===== src/tsc_pkg.sv =====
// Package for the Taylor sine/cosine core: payload and command types,
// opcodes, operand select codes and the reciprocal table. No dependencies.
package tsc_pkg;

	localparam int TC_W  = 5;
	localparam int K_W   = 5;
	localparam int ACC_W = 128;
	localparam int MAG_W = 48;

	localparam logic [MAG_W-1:0] MAG_MAX = 48'h7FFF_FFFF_FFFF;

	localparam logic OP_SINE   = 1'b0;
	localparam logic OP_COSINE = 1'b1;

	typedef struct packed {
		logic               opcode;
		logic signed [31:0] angle;
	} arg_t;

	typedef struct packed {
		logic signed [31:0] value;
		logic               saturated;
	} res_t;

	localparam logic [2:0] SEL_SQ  = 3'd0;
	localparam logic [2:0] SEL_T00 = 3'd1;
	localparam logic [2:0] SEL_T01 = 3'd2;
	localparam logic [2:0] SEL_T10 = 3'd3;
	localparam logic [2:0] SEL_T11 = 3'd4;
	localparam logic [2:0] SEL_R0  = 3'd5;
	localparam logic [2:0] SEL_R1  = 3'd6;

	localparam logic [1:0] SH_0  = 2'd0;
	localparam logic [1:0] SH_32 = 2'd1;
	localparam logic [1:0] SH_64 = 2'd2;

	typedef struct packed {
		logic           load;
		logic           mul_en;
		logic [2:0]     sel;
		logic           first;
		logic           x2_ld;
		logic           upd;
		logic           res_ld;
		logic [K_W-1:0] k;
	} cmd_t;

	typedef struct packed {
		logic cosine;
	} sts_t;

	// round(2^32 / (k*(k+1))), 32 fraction bits
	localparam logic [31:0] RECIP [32] = '{
		32'd0,         32'd2147483648, 32'd715827883, 32'd357913941,
		32'd214748365, 32'd143165577,  32'd102261126, 32'd76695845,
		32'd59652324,  32'd47721859,   32'd39045157,  32'd32537631,
		32'd27531842,  32'd23598721,   32'd20452225,  32'd17895697,
		32'd15790321,  32'd14035841,   32'd12558384,  32'd11302546,
		32'd10226113,  32'd9296466,    32'd8488078,   32'd7780738,
		32'd7158279,   32'd6607642,    32'd6118187,   32'd5681174,
		32'd5289369,   32'd4936744,    32'd4618244,   32'd4329604
	};

endpackage


===== src/tsc_datapath.sv =====
// Datapath: shared 32x32 multiplier, 128-bit partial product accumulator,
// term and sum registers, output register. Uses tsc_pkg.
module tsc_datapath #(
	parameter int FRAC_BITS = 27
) (
	input  logic          clk,
	input  logic          arst_n,
	input  tsc_pkg::cmd_t cmd,
	input  tsc_pkg::arg_t arg,
	output tsc_pkg::sts_t sts,
	output tsc_pkg::res_t res
);

	localparam int MW = tsc_pkg::MAG_W;
	localparam int AW = tsc_pkg::ACC_W;

	logic [31:0]        mag_q;
	logic               neg_q;
	logic               cos_q;
	logic [MW-1:0]      x2_q;
	logic [MW-1:0]      tmag_q;
	logic               tneg_q;
	logic signed [MW-1:0] sum_q;
	logic               sat_q;
	logic [63:0]        prod_s1;
	logic [1:0]         sh_s1;
	logic               first_s1;
	logic               acc_en_s1;
	logic [AW-1:0]      acc_q;
	tsc_pkg::res_t      res_q;

	logic [AW-1:0]      p_full;
	logic               p_ovf;
	logic [63:0]        p_val;
	logic [31:0]        rcp;
	logic [31:0]        mul_a;
	logic [31:0]        mul_b;
	logic [1:0]         mul_sh;
	logic [63:0]        mul_p;
	logic [AW-1:0]      addend;
	logic               q_ovf;
	logic [MW-1:0]      q;
	logic               tneg_n;
	logic [MW:0]        term_w;
	logic [MW:0]        sum_w;
	logic               sum_ovf;
	logic [MW-1:0]      sum_n;
	logic [MW-1:0]      t_init;
	logic               fits32;
	logic [31:0]        angle_u;

	assign p_full = acc_q >> FRAC_BITS;
	assign p_ovf  = |p_full[AW-1:64];
	assign p_val  = p_ovf ? '1 : p_full[63:0];
	assign rcp    = tsc_pkg::RECIP[cmd.k];

	always_comb begin
		mul_a  = '0;
		mul_b  = '0;
		mul_sh = tsc_pkg::SH_0;
		case (cmd.sel)
			tsc_pkg::SEL_SQ: begin
				mul_a = mag_q;
				mul_b = mag_q;
			end
			tsc_pkg::SEL_T00: begin
				mul_a = tmag_q[31:0];
				mul_b = x2_q[31:0];
			end
			tsc_pkg::SEL_T01: begin
				mul_a  = tmag_q[31:0];
				mul_b  = 32'(x2_q[MW-1:32]);
				mul_sh = tsc_pkg::SH_32;
			end
			tsc_pkg::SEL_T10: begin
				mul_a  = 32'(tmag_q[MW-1:32]);
				mul_b  = x2_q[31:0];
				mul_sh = tsc_pkg::SH_32;
			end
			tsc_pkg::SEL_T11: begin
				mul_a  = 32'(tmag_q[MW-1:32]);
				mul_b  = 32'(x2_q[MW-1:32]);
				mul_sh = tsc_pkg::SH_64;
			end
			tsc_pkg::SEL_R0: begin
				mul_a = p_val[31:0];
				mul_b = rcp;
			end
			tsc_pkg::SEL_R1: begin
				mul_a  = p_val[63:32];
				mul_b  = rcp;
				mul_sh = tsc_pkg::SH_32;
			end
			default: begin
				mul_a = '0;
			end
		endcase
	end

	assign mul_p = mul_a * mul_b;

	always_comb begin
		case (sh_s1)
			tsc_pkg::SH_32: addend = AW'(prod_s1) << 32;
			tsc_pkg::SH_64: addend = AW'(prod_s1) << 64;
			default:        addend = AW'(prod_s1);
		endcase
	end

	// new term magnitude and running sum
	assign q_ovf  = |acc_q[AW-1:79];
	assign q      = q_ovf ? tsc_pkg::MAG_MAX : acc_q[79:32];
	assign tneg_n = ~tneg_q;
	assign term_w = tneg_n ? -{1'b0, q} : {1'b0, q};
	assign sum_w  = {sum_q[MW-1], sum_q} + term_w;
	assign sum_ovf = sum_w[MW] != sum_w[MW-1];
	assign sum_n  = sum_ovf ? (sum_w[MW] ? {1'b1, {(MW-1){1'b0}}} : tsc_pkg::MAG_MAX)
		: sum_w[MW-1:0];

	assign t_init  = cos_q ? (MW'(1) << FRAC_BITS) : MW'(mag_q);
	assign fits32  = (sum_q[MW-1:31] == '0) || (sum_q[MW-1:31] == '1);
	assign angle_u = arg.angle;

	always_ff @(posedge clk or negedge arst_n) begin
		if (!arst_n) begin
			acc_en_s1 <= 1'b0;
		end else begin
			acc_en_s1 <= cmd.mul_en;
		end
	end

	always_ff @(posedge clk) begin
		if (cmd.load) begin
			mag_q <= arg.angle[31] ? (~angle_u + 32'd1) : angle_u;
			neg_q <= arg.angle[31];
			cos_q <= (arg.opcode == tsc_pkg::OP_COSINE);
			sat_q <= 1'b0;
		end
		if (cmd.mul_en) begin
			prod_s1  <= mul_p;
			sh_s1    <= mul_sh;
			first_s1 <= cmd.first;
			if (cmd.sel == tsc_pkg::SEL_R0 && p_ovf) begin
				sat_q <= 1'b1;
			end
		end
		if (acc_en_s1) begin
			acc_q <= first_s1 ? addend : acc_q + addend;
		end
		if (cmd.x2_ld) begin
			x2_q   <= p_full[MW-1:0];
			tmag_q <= t_init;
			tneg_q <= cos_q ? 1'b0 : neg_q;
			sum_q  <= (!cos_q && neg_q) ? -t_init : t_init;
		end
		if (cmd.upd) begin
			tmag_q <= q;
			tneg_q <= tneg_n;
			sum_q  <= sum_n;
			if (q_ovf || sum_ovf) begin
				sat_q <= 1'b1;
			end
		end
		if (cmd.res_ld) begin
			res_q.value     <= fits32 ? sum_q[31:0]
				: (sum_q[MW-1] ? 32'sh8000_0000 : 32'sh7FFF_FFFF);
			res_q.saturated <= sat_q | ~fits32;
		end
	end

	assign sts.cosine = cos_q;
	assign res        = res_q;

endmodule


===== src/tsc_ctrl.sv =====
// Controller: sequences setup, per-term multiply steps and result hand-off.
// Holds the term_count register and the result valid flag. Uses tsc_pkg.
module tsc_ctrl #(
	parameter int MAX_TERMS = 16
) (
	input  logic                     clk,
	input  logic                     arst_n,
	input  logic                     cfg_we,
	input  logic [tsc_pkg::TC_W-1:0] cfg_wdata,
	input  logic                     arg_valid,
	output logic                     arg_stall,
	output logic                     res_valid,
	input  logic                     res_stall,
	input  tsc_pkg::sts_t            sts,
	output tsc_pkg::cmd_t            cmd
);

	localparam int CNT_W = $clog2(MAX_TERMS + 1);
	localparam int K_W   = tsc_pkg::K_W;

	localparam logic [3:0] ST_IDLE = 4'd0;
	localparam logic [3:0] ST_SQ   = 4'd1;
	localparam logic [3:0] ST_SQW  = 4'd2;
	localparam logic [3:0] ST_X2   = 4'd3;
	localparam logic [3:0] ST_T0   = 4'd4;
	localparam logic [3:0] ST_T1   = 4'd5;
	localparam logic [3:0] ST_T2   = 4'd6;
	localparam logic [3:0] ST_T3   = 4'd7;
	localparam logic [3:0] ST_TW   = 4'd8;
	localparam logic [3:0] ST_R0   = 4'd9;
	localparam logic [3:0] ST_R1   = 4'd10;
	localparam logic [3:0] ST_RW   = 4'd11;
	localparam logic [3:0] ST_UPD  = 4'd12;
	localparam logic [3:0] ST_FIN  = 4'd13;

	logic [3:0]               state_q;
	logic [3:0]               state_d;
	logic [tsc_pkg::TC_W-1:0] tc_q;
	logic [CNT_W-1:0]         cnt_q;
	logic [CNT_W-1:0]         n_q;
	logic [CNT_W-1:0]         cnt_clamp;
	logic                     res_valid_q;
	logic                     accept;
	logic                     slot_free;

	assign arg_stall = state_q != ST_IDLE;
	assign accept    = arg_valid && !arg_stall;
	assign slot_free = !res_valid_q || !res_stall;
	assign res_valid = res_valid_q;

	always_comb begin
		if (tc_q == '0) begin
			cnt_clamp = CNT_W'(1);
		end else if (int'(tc_q) > MAX_TERMS) begin
			cnt_clamp = CNT_W'(MAX_TERMS);
		end else begin
			cnt_clamp = CNT_W'(tc_q);
		end
	end

	always_comb begin
		cmd        = '0;
		cmd.k      = K_W'({n_q, 1'b0}) - K_W'(sts.cosine);
		cmd.sel    = tsc_pkg::SEL_SQ;
		state_d    = state_q;
		case (state_q)
			ST_IDLE: begin
				cmd.load = accept;
				if (accept) begin
					state_d = ST_SQ;
				end
			end
			ST_SQ: begin
				cmd.mul_en = 1'b1;
				cmd.first  = 1'b1;
				state_d    = ST_SQW;
			end
			ST_SQW: state_d = ST_X2;
			ST_X2: begin
				cmd.x2_ld = 1'b1;
				state_d   = (cnt_q == CNT_W'(1)) ? ST_FIN : ST_T0;
			end
			ST_T0: begin
				cmd.mul_en = 1'b1;
				cmd.first  = 1'b1;
				cmd.sel    = tsc_pkg::SEL_T00;
				state_d    = ST_T1;
			end
			ST_T1: begin
				cmd.mul_en = 1'b1;
				cmd.sel    = tsc_pkg::SEL_T01;
				state_d    = ST_T2;
			end
			ST_T2: begin
				cmd.mul_en = 1'b1;
				cmd.sel    = tsc_pkg::SEL_T10;
				state_d    = ST_T3;
			end
			ST_T3: begin
				cmd.mul_en = 1'b1;
				cmd.sel    = tsc_pkg::SEL_T11;
				state_d    = ST_TW;
			end
			ST_TW: state_d = ST_R0;
			ST_R0: begin
				cmd.mul_en = 1'b1;
				cmd.first  = 1'b1;
				cmd.sel    = tsc_pkg::SEL_R0;
				state_d    = ST_R1;
			end
			ST_R1: begin
				cmd.mul_en = 1'b1;
				cmd.sel    = tsc_pkg::SEL_R1;
				state_d    = ST_RW;
			end
			ST_RW: state_d = ST_UPD;
			ST_UPD: begin
				cmd.upd = 1'b1;
				state_d = (n_q + CNT_W'(1) == cnt_q) ? ST_FIN : ST_T0;
			end
			ST_FIN: begin
				cmd.res_ld = slot_free;
				if (slot_free) begin
					state_d = ST_IDLE;
				end
			end
			default: state_d = ST_IDLE;
		endcase
	end

	always_ff @(posedge clk or negedge arst_n) begin
		if (!arst_n) begin
			state_q     <= ST_IDLE;
			tc_q        <= tsc_pkg::TC_W'(5);
			cnt_q       <= '0;
			n_q         <= '0;
			res_valid_q <= 1'b0;
		end else begin
			state_q <= state_d;
			if (cfg_we) begin
				tc_q <= cfg_wdata;
			end
			if (accept) begin
				cnt_q <= cnt_clamp;
			end
			if (state_q == ST_X2) begin
				n_q <= CNT_W'(1);
			end else if (state_q == ST_UPD) begin
				n_q <= n_q + CNT_W'(1);
			end
			if (cmd.res_ld) begin
				res_valid_q <= 1'b1;
			end else if (res_valid_q && !res_stall) begin
				res_valid_q <= 1'b0;
			end
		end
	end

endmodule


===== src/taylor_sine_cosine_core.sv =====
// Top level of the Taylor series sine/cosine core.
// Instantiates tsc_ctrl and tsc_datapath; uses tsc_pkg.
//
//   channel  payload            handshake
//   arg      tsc_pkg::arg_t     arg_valid / arg_stall
//   res      tsc_pkg::res_t     res_valid / res_stall
//   cfg      cfg_wdata (5 bit)  cfg_we, no wait
//
// One item at a time: a new arg is taken only in idle, and N is the term_count clamped to
// 1..MAX_TERMS at the accept; res_valid rises as the controller returns to idle.
// Each term is four 32x32 partial products for t*x^2 and two for the reciprocal multiply,
// all through the one shared multiplier.
// A finished result sits in the output register; the next item is taken meanwhile and,
// when done, waits in its last state while the earlier result is stalled.
// Reset is asynchronous, active low; term_count resets to 5.
module taylor_sine_cosine_core #(
	parameter int MAX_TERMS = 16,
	parameter int FRAC_BITS = 27
) (
	input  logic                     clk,
	input  logic                     arst_n,
	input  logic                     cfg_we,
	input  logic [tsc_pkg::TC_W-1:0] cfg_wdata,
	input  logic                     arg_valid,
	output logic                     arg_stall,
	input  tsc_pkg::arg_t            arg,
	output logic                     res_valid,
	input  logic                     res_stall,
	output tsc_pkg::res_t            res
);

	tsc_pkg::cmd_t cmd;
	tsc_pkg::sts_t sts;

	tsc_ctrl #(
		.MAX_TERMS (MAX_TERMS)
	) u_ctrl (
		.clk       (clk),
		.arst_n    (arst_n),
		.cfg_we    (cfg_we),
		.cfg_wdata (cfg_wdata),
		.arg_valid (arg_valid),
		.arg_stall (arg_stall),
		.res_valid (res_valid),
		.res_stall (res_stall),
		.sts       (sts),
		.cmd       (cmd)
	);

	tsc_datapath #(
		.FRAC_BITS (FRAC_BITS)
	) u_dp (
		.clk    (clk),
		.arst_n (arst_n),
		.cmd    (cmd),
		.arg    (arg),
		.sts    (sts),
		.res    (res)
	);

endmodule


===== config.mk =====
export PLATFORM = sky130hd
export DESIGN_NAME = taylor_sine_cosine_core
export DESIGN_NICKNAME = d
export VERILOG_FILES = /design/src/tsc_pkg.sv /design/src/tsc_datapath.sv /design/src/tsc_ctrl.sv /design/src/taylor_sine_cosine_core.sv
export SDC_FILE = /design/constraint.sdc
export NUM_CORES = 2
export LEC_CHECK = 0
export BUFFER_PORTS_ARGS = -buffer_cell sky130_fd_sc_hd__buf_2
export CORE_ASPECT_RATIO = 1.1
export CORE_MARGIN = 1.5
export CORE_UTILIZATION = 45
export CTS_BUF_LIST = sky130_fd_sc_hd__clkbuf_2 sky130_fd_sc_hd__clkbuf_4 sky130_fd_sc_hd__clkbuf_8
export CTS_CLUSTER_DIAMETER = 50
export DETAILED_ROUTE_END_ITERATION = 6
export PLACE_DENSITY_LB_ADDON = 0.25
export SYNTH_ARGS = -nofsm -noshare
export SYNTH_HDL_FRONTEND = slang
export SYNTH_SLANG_ARGS = --single-unit

===== constraint.sdc =====
create_clock -name clk -period 10.7 [get_ports clk]
set_input_delay 1.07 -clock clk [delete_from_list [all_inputs] [get_ports clk]]
set_output_delay 1.07 -clock clk [all_outputs]
set_load 0.01 [all_outputs]

# --- After elaboration in Yosys (flattened, before gate mapping) ---
# Memory sizes are Yosys's and may differ from the RTL's.
# Cells that the tools add are included.
op_classes:
  n_mux: 47
  add_sub_neg: 7
  n_bitwise: 5
  div: 0
  n_lt_le_gt_ge: 2
  multipliers: 1
  n_reduce_logical: 30
  n_eq_ne: 27
  n_shift: 0
ops:
  columns: ["op", "n"]
  rows:
  - ["48-bit two-way mux", 8]
  - ["128-bit case mux with 2 select lines", 1]
  - ["32-bit two-way mux", 5]
  - ["32-bit case mux with 5 select lines", 1]
  - ["128-bit adder", 1]
  - ["128-bit two-way mux", 1]
  - ["32-bit case mux with 4 select lines", 1]
  - ["32-bit by 32-bit multiplier with 64-bit output", 1]
  - ["64-bit two-way mux", 1]
  - ["4-bit case mux with 14 select lines", 1]
  - ["49-bit adder", 1]
  - ["49-bit two-way mux", 1]
  - ["48-bit negator with 49-bit output", 1]
  - ["49-bit OR reduction", 1]
  - ["48-bit negator", 1]
  - ["37-bit OR reduction", 1]
  - ["32-bit by 1-bit adder with 32-bit output, second input constant", 1]
  - ["32-bit inverter", 1]
  - ["31-bit two-way mux", 1]
  - ["4-bit equality test, second input constant", 6]
  - ["5-bit two-way mux", 4]
  - ["3-bit case mux with 6 select lines", 1]
  - ["17-bit equality test, second input constant", 1]
  - ["17-bit logical NOT", 1]
  - ["34 further kinds", 76]
word_totals:
  word_cells: 141
  ram_bits: 0
  memories: 1
  out_inout_bits: 35
  regBits: 429
  in_bits: 43
  romBits: 1024
  latch_bits: 0
memory_table:
  columns: ["name", "depth", "word_bits", "rd", "rd_clocked_by_memory_dff", "wr", "line_no", "source"]
  rows:
  - ["(name not given)", 32, 32, 1, 0, 0, "tsc_datapath.sv:55", "assign rcp = tsc_pkg::RECIP[cmd.k];"]

# --- Longest topological paths before layout ---
depth:
  ltp_word: 9
  depth_mapped: 45
  ltp_nobuf: 40

# --- Hierarchy ---
# From an unflattened synthesis, not the netlist that was laid out.
hier_totals:
  hier_cells: 7654
  area_unflattened_um2: 66477.5
by_module_without_submodules:
  columns: ["mod", "area_per_inst_um2", "n_inst", "cells_each", "seq_area_each_um2"]
  rows:
  - ["tsc_datapath", 65245.1, 1, 7528, 12266.8]
  - ["tsc_ctrl", 1232.4, 1, 126, 503.0]

# --- Worst setup path after synthesis ---
# Ideal clock, no wire load.
synth_timing:
  path_kind: "register to register"
  startpoint: "reg u_ctrl.n_q[0]"
  endpoint: "reg u_dp.prod_s1[60] (data pin)"
  stages_incl_launch_ff: 38
  t_arrival_ns: 10.726
  synth_period_minus_slack_ns: 10.997
  required_time_ns: 10.429
  path_buffers: 5
  slack_ns: -0.297
  setup_ns: 0.271
  path_cell_list: "dfrtp_1 -> clkbuf_1 -> inv_1 -> ha_1 -> clkbuf_1 -> inv_1 -> ha_1 -> clkbuf_1 -> buf_1 -> a211oi_1 -> a2111oi_0 -> clkbuf_1 -> nor2_1 -> fa_1 -> fa_1 -> inv_1 -> fa_1 -> fa_1 -> [2 not listed] -> fa_1 -> fa_1 -> inv_1 -> fa_1 -> inv_1 -> ha_1 -> nand4_1 -> nor4_1 -> nand4_1 -> o31ai_1 -> nor2_1 -> o31a_1 -> o41a_1 -> a21boi_1 -> o211ai_1 -> a21bo_2 -> o311ai_1 -> xor2_1"
synth_via:
  elab_chain_cells: 7
synth_rtl:
  columns: ["item", "line_no", "source"]
  rows:
  - ["start: declaration", "tsc_ctrl.sv:40", "logic [CNT_W-1:0] n_q;"]
  - ["start signal: assignment", "tsc_ctrl.sv:149", "n_q <= n_q + CNT_W'(1);"]
  - ["5-bit by 1-bit subtractor with 5-bit output", "tsc_ctrl.sv:63", "cmd.k = K_W'({n_q, 1'b0}) - K_W'(sts.cosine);"]
  - ["5-bit inverter with 6-bit output (implied by the code)", "tsc_datapath.sv:55", null]
  - ["memory read 32 x 32 bit", null, null]
  - ["32-bit two-way mux (implied by the code) (2 in a row)", "tsc_datapath.sv:55", null]
  - ["32-bit case mux with 4 select lines", "tsc_datapath.sv:61", "case (cmd.sel)"]
  - ["32-bit by 32-bit multiplier with 64-bit output", "tsc_datapath.sv:100", "assign mul_p = mul_a * mul_b;"]
  - ["named net u_dp.mul_p[60]", "tsc_datapath.sv:39", "logic [63:0] mul_p;"]
  - ["end signal: assignment", "tsc_datapath.sv:140", "prod_s1 <= mul_p;"]
  - ["end: declaration", "tsc_datapath.sv:25", "logic [63:0] prod_s1;"]
# The timed path passes the listed nets, and every way through them passes these cells. The select of a mux whose other input is x is not followed.
# A chain may end at the register's enable or synchronous reset.

# --- Worst setup path after layout ---
layout_timing:
  startpoint: "reg u_dp.cos_q (netlist: u_dp.sts)"
  endpoint: "reg u_dp.prod_s1[60] (data pin)"
layout_via:
  elab_chain_cells: 7
layout_rtl:
  columns: ["item", "line_no", "source"]
  rows:
  - ["start: declaration", "tsc_datapath.sv:19", "logic cos_q;"]
  - ["start signal: assignment", "tsc_datapath.sv:136", "cos_q <= (arg.opcode == tsc_pkg::OP_COSINE);"]
  - ["5-bit by 1-bit subtractor with 5-bit output", "tsc_ctrl.sv:63", null]
  - ["5-bit inverter with 6-bit output (implied by the code)", "tsc_datapath.sv:55", null]
  - ["memory read 32 x 32 bit", null, null]
  - ["32-bit two-way mux (implied by the code) (2 in a row)", "tsc_datapath.sv:55", null]
  - ["32-bit case mux with 4 select lines", "tsc_datapath.sv:61", null]
  - ["32-bit by 32-bit multiplier with 64-bit output", "tsc_datapath.sv:100", null]
  - ["named net u_dp.mul_p[60]", "tsc_datapath.sv:39", null]
# The timed path passes the listed nets, and every way through them passes these cells. The select of a mux whose other input is x is not followed.

==> qor.csv <==
stage,metric,value,unit
synth,yosysMostFrequentCell,inv_1,
floorplan,start_util,45.4,%
grt,grt_overflow,0,
grt,grt_pass1_vias,57900,
floorplan,rows,146,
grt,grt_usage,34.5,%
routing,first_pass_iters,7,
clock_tree,cts_tree,built,
synth,synth.avg_cell_area,8.69,um2
timing,period_needed,10400,ps
synth,async_flop_share,4.90,%
routing,dr.first_iter.drc_count,5998,
synth,synthTopCellsByArea,"fa_1, edfxtp_1, ha_1",
clock_tree,cts.path.max_buffers,3,
status,status,"finished, violations left",
floorplan,ios,78,
floorplan,die-width,367,um
critical_path,cp_slowest_cell,fa_1,
critical_path,cp_slowest_stage_delay,610,ps
place,dp_hpwl,208,mm
clock_tree,path_clk_slew,60,ps
critical_path,cp_num_buf_inv,9,
job,cap_viol_max_count,0,
critical_path,critical_path_class,register to register,
place,io_buffers,77,
synth,synth_edf_count,407,
routing,wl_per_cell,26.7,um
critical_path,arrival,10890,ps
synth,yosys.area.top_type_share,27.5,%
synth,ys_seq_elements,429,
floorplan,fp.coreArea,144000,um2
floorplan,dieArea,148000,um2
timing,finalSetupViolCount,0,
routing,wl,256,mm
critical_path,crit_required,11190,ps
status,violations,design-rule violations,
timing,worst_pin_slew,1190,ps
critical_path,start_kind,register,
synth,synth_cells,7526,
synth,yosysWarningCount,0,
timing,fin_skew,71.9,ps
grt,antenna_found_initial,8,
finish,drive_gt1_share,8.78,%
synth,synth-seq-area-share,19.5,%
finish,finish.net_count,9001,
min_path,hp-class,primary input to asynchronous set/reset pin,
finish,multiInputGateArea,47400,um2
finish,fin_cells,9590,
routing,detail-route-antenna-nets,0,
clock_tree,h-tree-depth,3,
synth,synthTopCellsByCount,"inv_1, nand2_1, fa_1",
synth,netlist_area,65400,um2
finish,utilization,49.7,%
clock_tree,clockRootBuffer,clkbuf_8,
synth,synthDistinctLibCells,96,
place,dp.cells,9435,
synth,syn-num-nets,8928,
timing,rsz0062_at_grt,true,
timing,maxSlewHeadroom,19.4,%
finish,nFillCells,13800,
routing,vias,57500,
critical_path,crit_top_cell,fa_1,
timing,hold_viol,0,
finish,layout.area.seq,12800,um2
clock_tree,clkSinkCount,429,
floorplan,die_y,403,um
clock_tree,hold_buffers,0,
timing,period_share,97.2,%
grt,grt_max_degree,165,
place,gp_routability_congestion,1.03,
timing,max_freq,96.2,MHz
critical_path,crit_family,adder cells,
routing,route.detailed.drc,18,
critical_path,path_max_fanout,22,
critical_path,cp-end-kind,register,
finish,syn_to_final_growth,9.41,%
timing,drv_slew,0,
clock_tree,cts_buffers,83,
clock_tree,insertion_delay,780,ps
synth,ys.flop_type,edfxtp_1,
grt,grt_pass1_wl,376,mm
synth,synth_top_area_cell,fa_1,
routing,vias_per_cell,6.00,
## path summary, 6_finish.rpt
| path | from | end | slack (ps) | depth (start not counted) |
|---|---|---|---|---|
| worst min register to register | u_ctrl.n_q[4] | u_ctrl.n_q[4] | 520 | 2 |
| worst min-delay path | arst_n | u_ctrl.res_valid | 290 | 1 |
| min in group clk | arg[32] | u_dp.sts | 480 | 1 |
| worst max register to register | u_dp.sts | u_dp.prod_s1[60] | 300 | 37 |
| max in group asynchronous | arst_n | u_dp.acc_en_s1 | 9940 | 1 |
| worst max-delay path | u_dp.sts | u_dp.prod_s1[60] | 300 | 37 |
## cell type report
cell class	instances	share of cell area [%]
multi-input cells	5613	66.2
flip-flops and latches	429	17.8
inverters	1056	5.55
repair buffers	416	4.59
well taps	1924	3.36
clock buffers	99	1.76
clock inverters	50	0.640
diodes	3	0.0105
## layer usage
| metal | track usage (%) | share of wire, % |
|---|---|---|
| met1 | 42.3 | 37 |
| met2 | 54.3 | 45 |
| met3 | 5.39 | 8.6 |
| met4 | 27.2 | 9.3 |
| met5 | 0 | 0.022 |
## registers in the layout, indices dropped and copies added, names as in the netlist, 2 cells and up
signal / count
u_dp.sh_s1: 2
u_dp.acc_q: 128
u_ctrl.tc_q: 5
u_dp.sum_q: 48
u_dp.x2_q: 48
u_dp.mag_q: 32
u_ctrl.state_q: 4
u_ctrl.n_q: 5
u_dp.prod_s1: 64
u_dp.tmag_q: 48
u_dp.res: 33
u_ctrl.cnt_q: 5
## per-stage QoR
| stage | hold slack, ps | area [um2] | setup TNS (ps) | setup WS (ps) |
|---|---|---|---|---|
| 4_1_cts | 247 | 71400 | 0 | 159 |
| 3_3_place_gp | 488 | 69700 | 0 | 41.6 |
| 5_1_grt | 293 | 71600 | -253 | -178 |
| 6_report | 290 | 71600 | 0 | 302 |
| 2_1_floorplan | 457 | 65400 | 0 | 66.8 |
| 3_5_place_dp | 505 | 69700 | -13.7 | -13.7 |
## kinds of logic after synthesis
group / synth area share (%)
multiplexers: 0.782
other: 0.00573
AO/OA/AOI/OAI: 14.4
flip-flops: 19.5
buffers and inverters: 8.55
adder cells (fa/ha/maj): 36.3
XOR/XNOR: 4.22
AND/OR/NAND/NOR: 16.2
## what timing repair did
| item | in CTS | in global routing |
|---|---|---|
| endpoints found under the setup margin | 4 | 14 |
| gates resized for setup | 2 | 33 |
| pin swaps | 0 | 2 |
| setup buffers | 0 | 3 |
## layout by cell type, fill, tap and decap left out, types with 48 or more instances in the layout
cell type	count
o21a_1	48
and3_1	63
buf_2	77
and2_1	98
nand2b_1	53
clkbuf_8	83
nor2_1	837
nor3_1	81
ha_1	460
edfxtp_1	407
xor2_1	133
o21ai_0	389
fa_1	898
buf_4	306
nand4_1	81
xnor2_1	178
a21o_1	147
inv_1	1052
nand2_1	898
a22o_1	65
nand3_1	93
a21oi_1	417
Power is left out: the tool's default activity adds up to more than one toggle a clock period on the data nets, which glitch-free logic cannot reach.
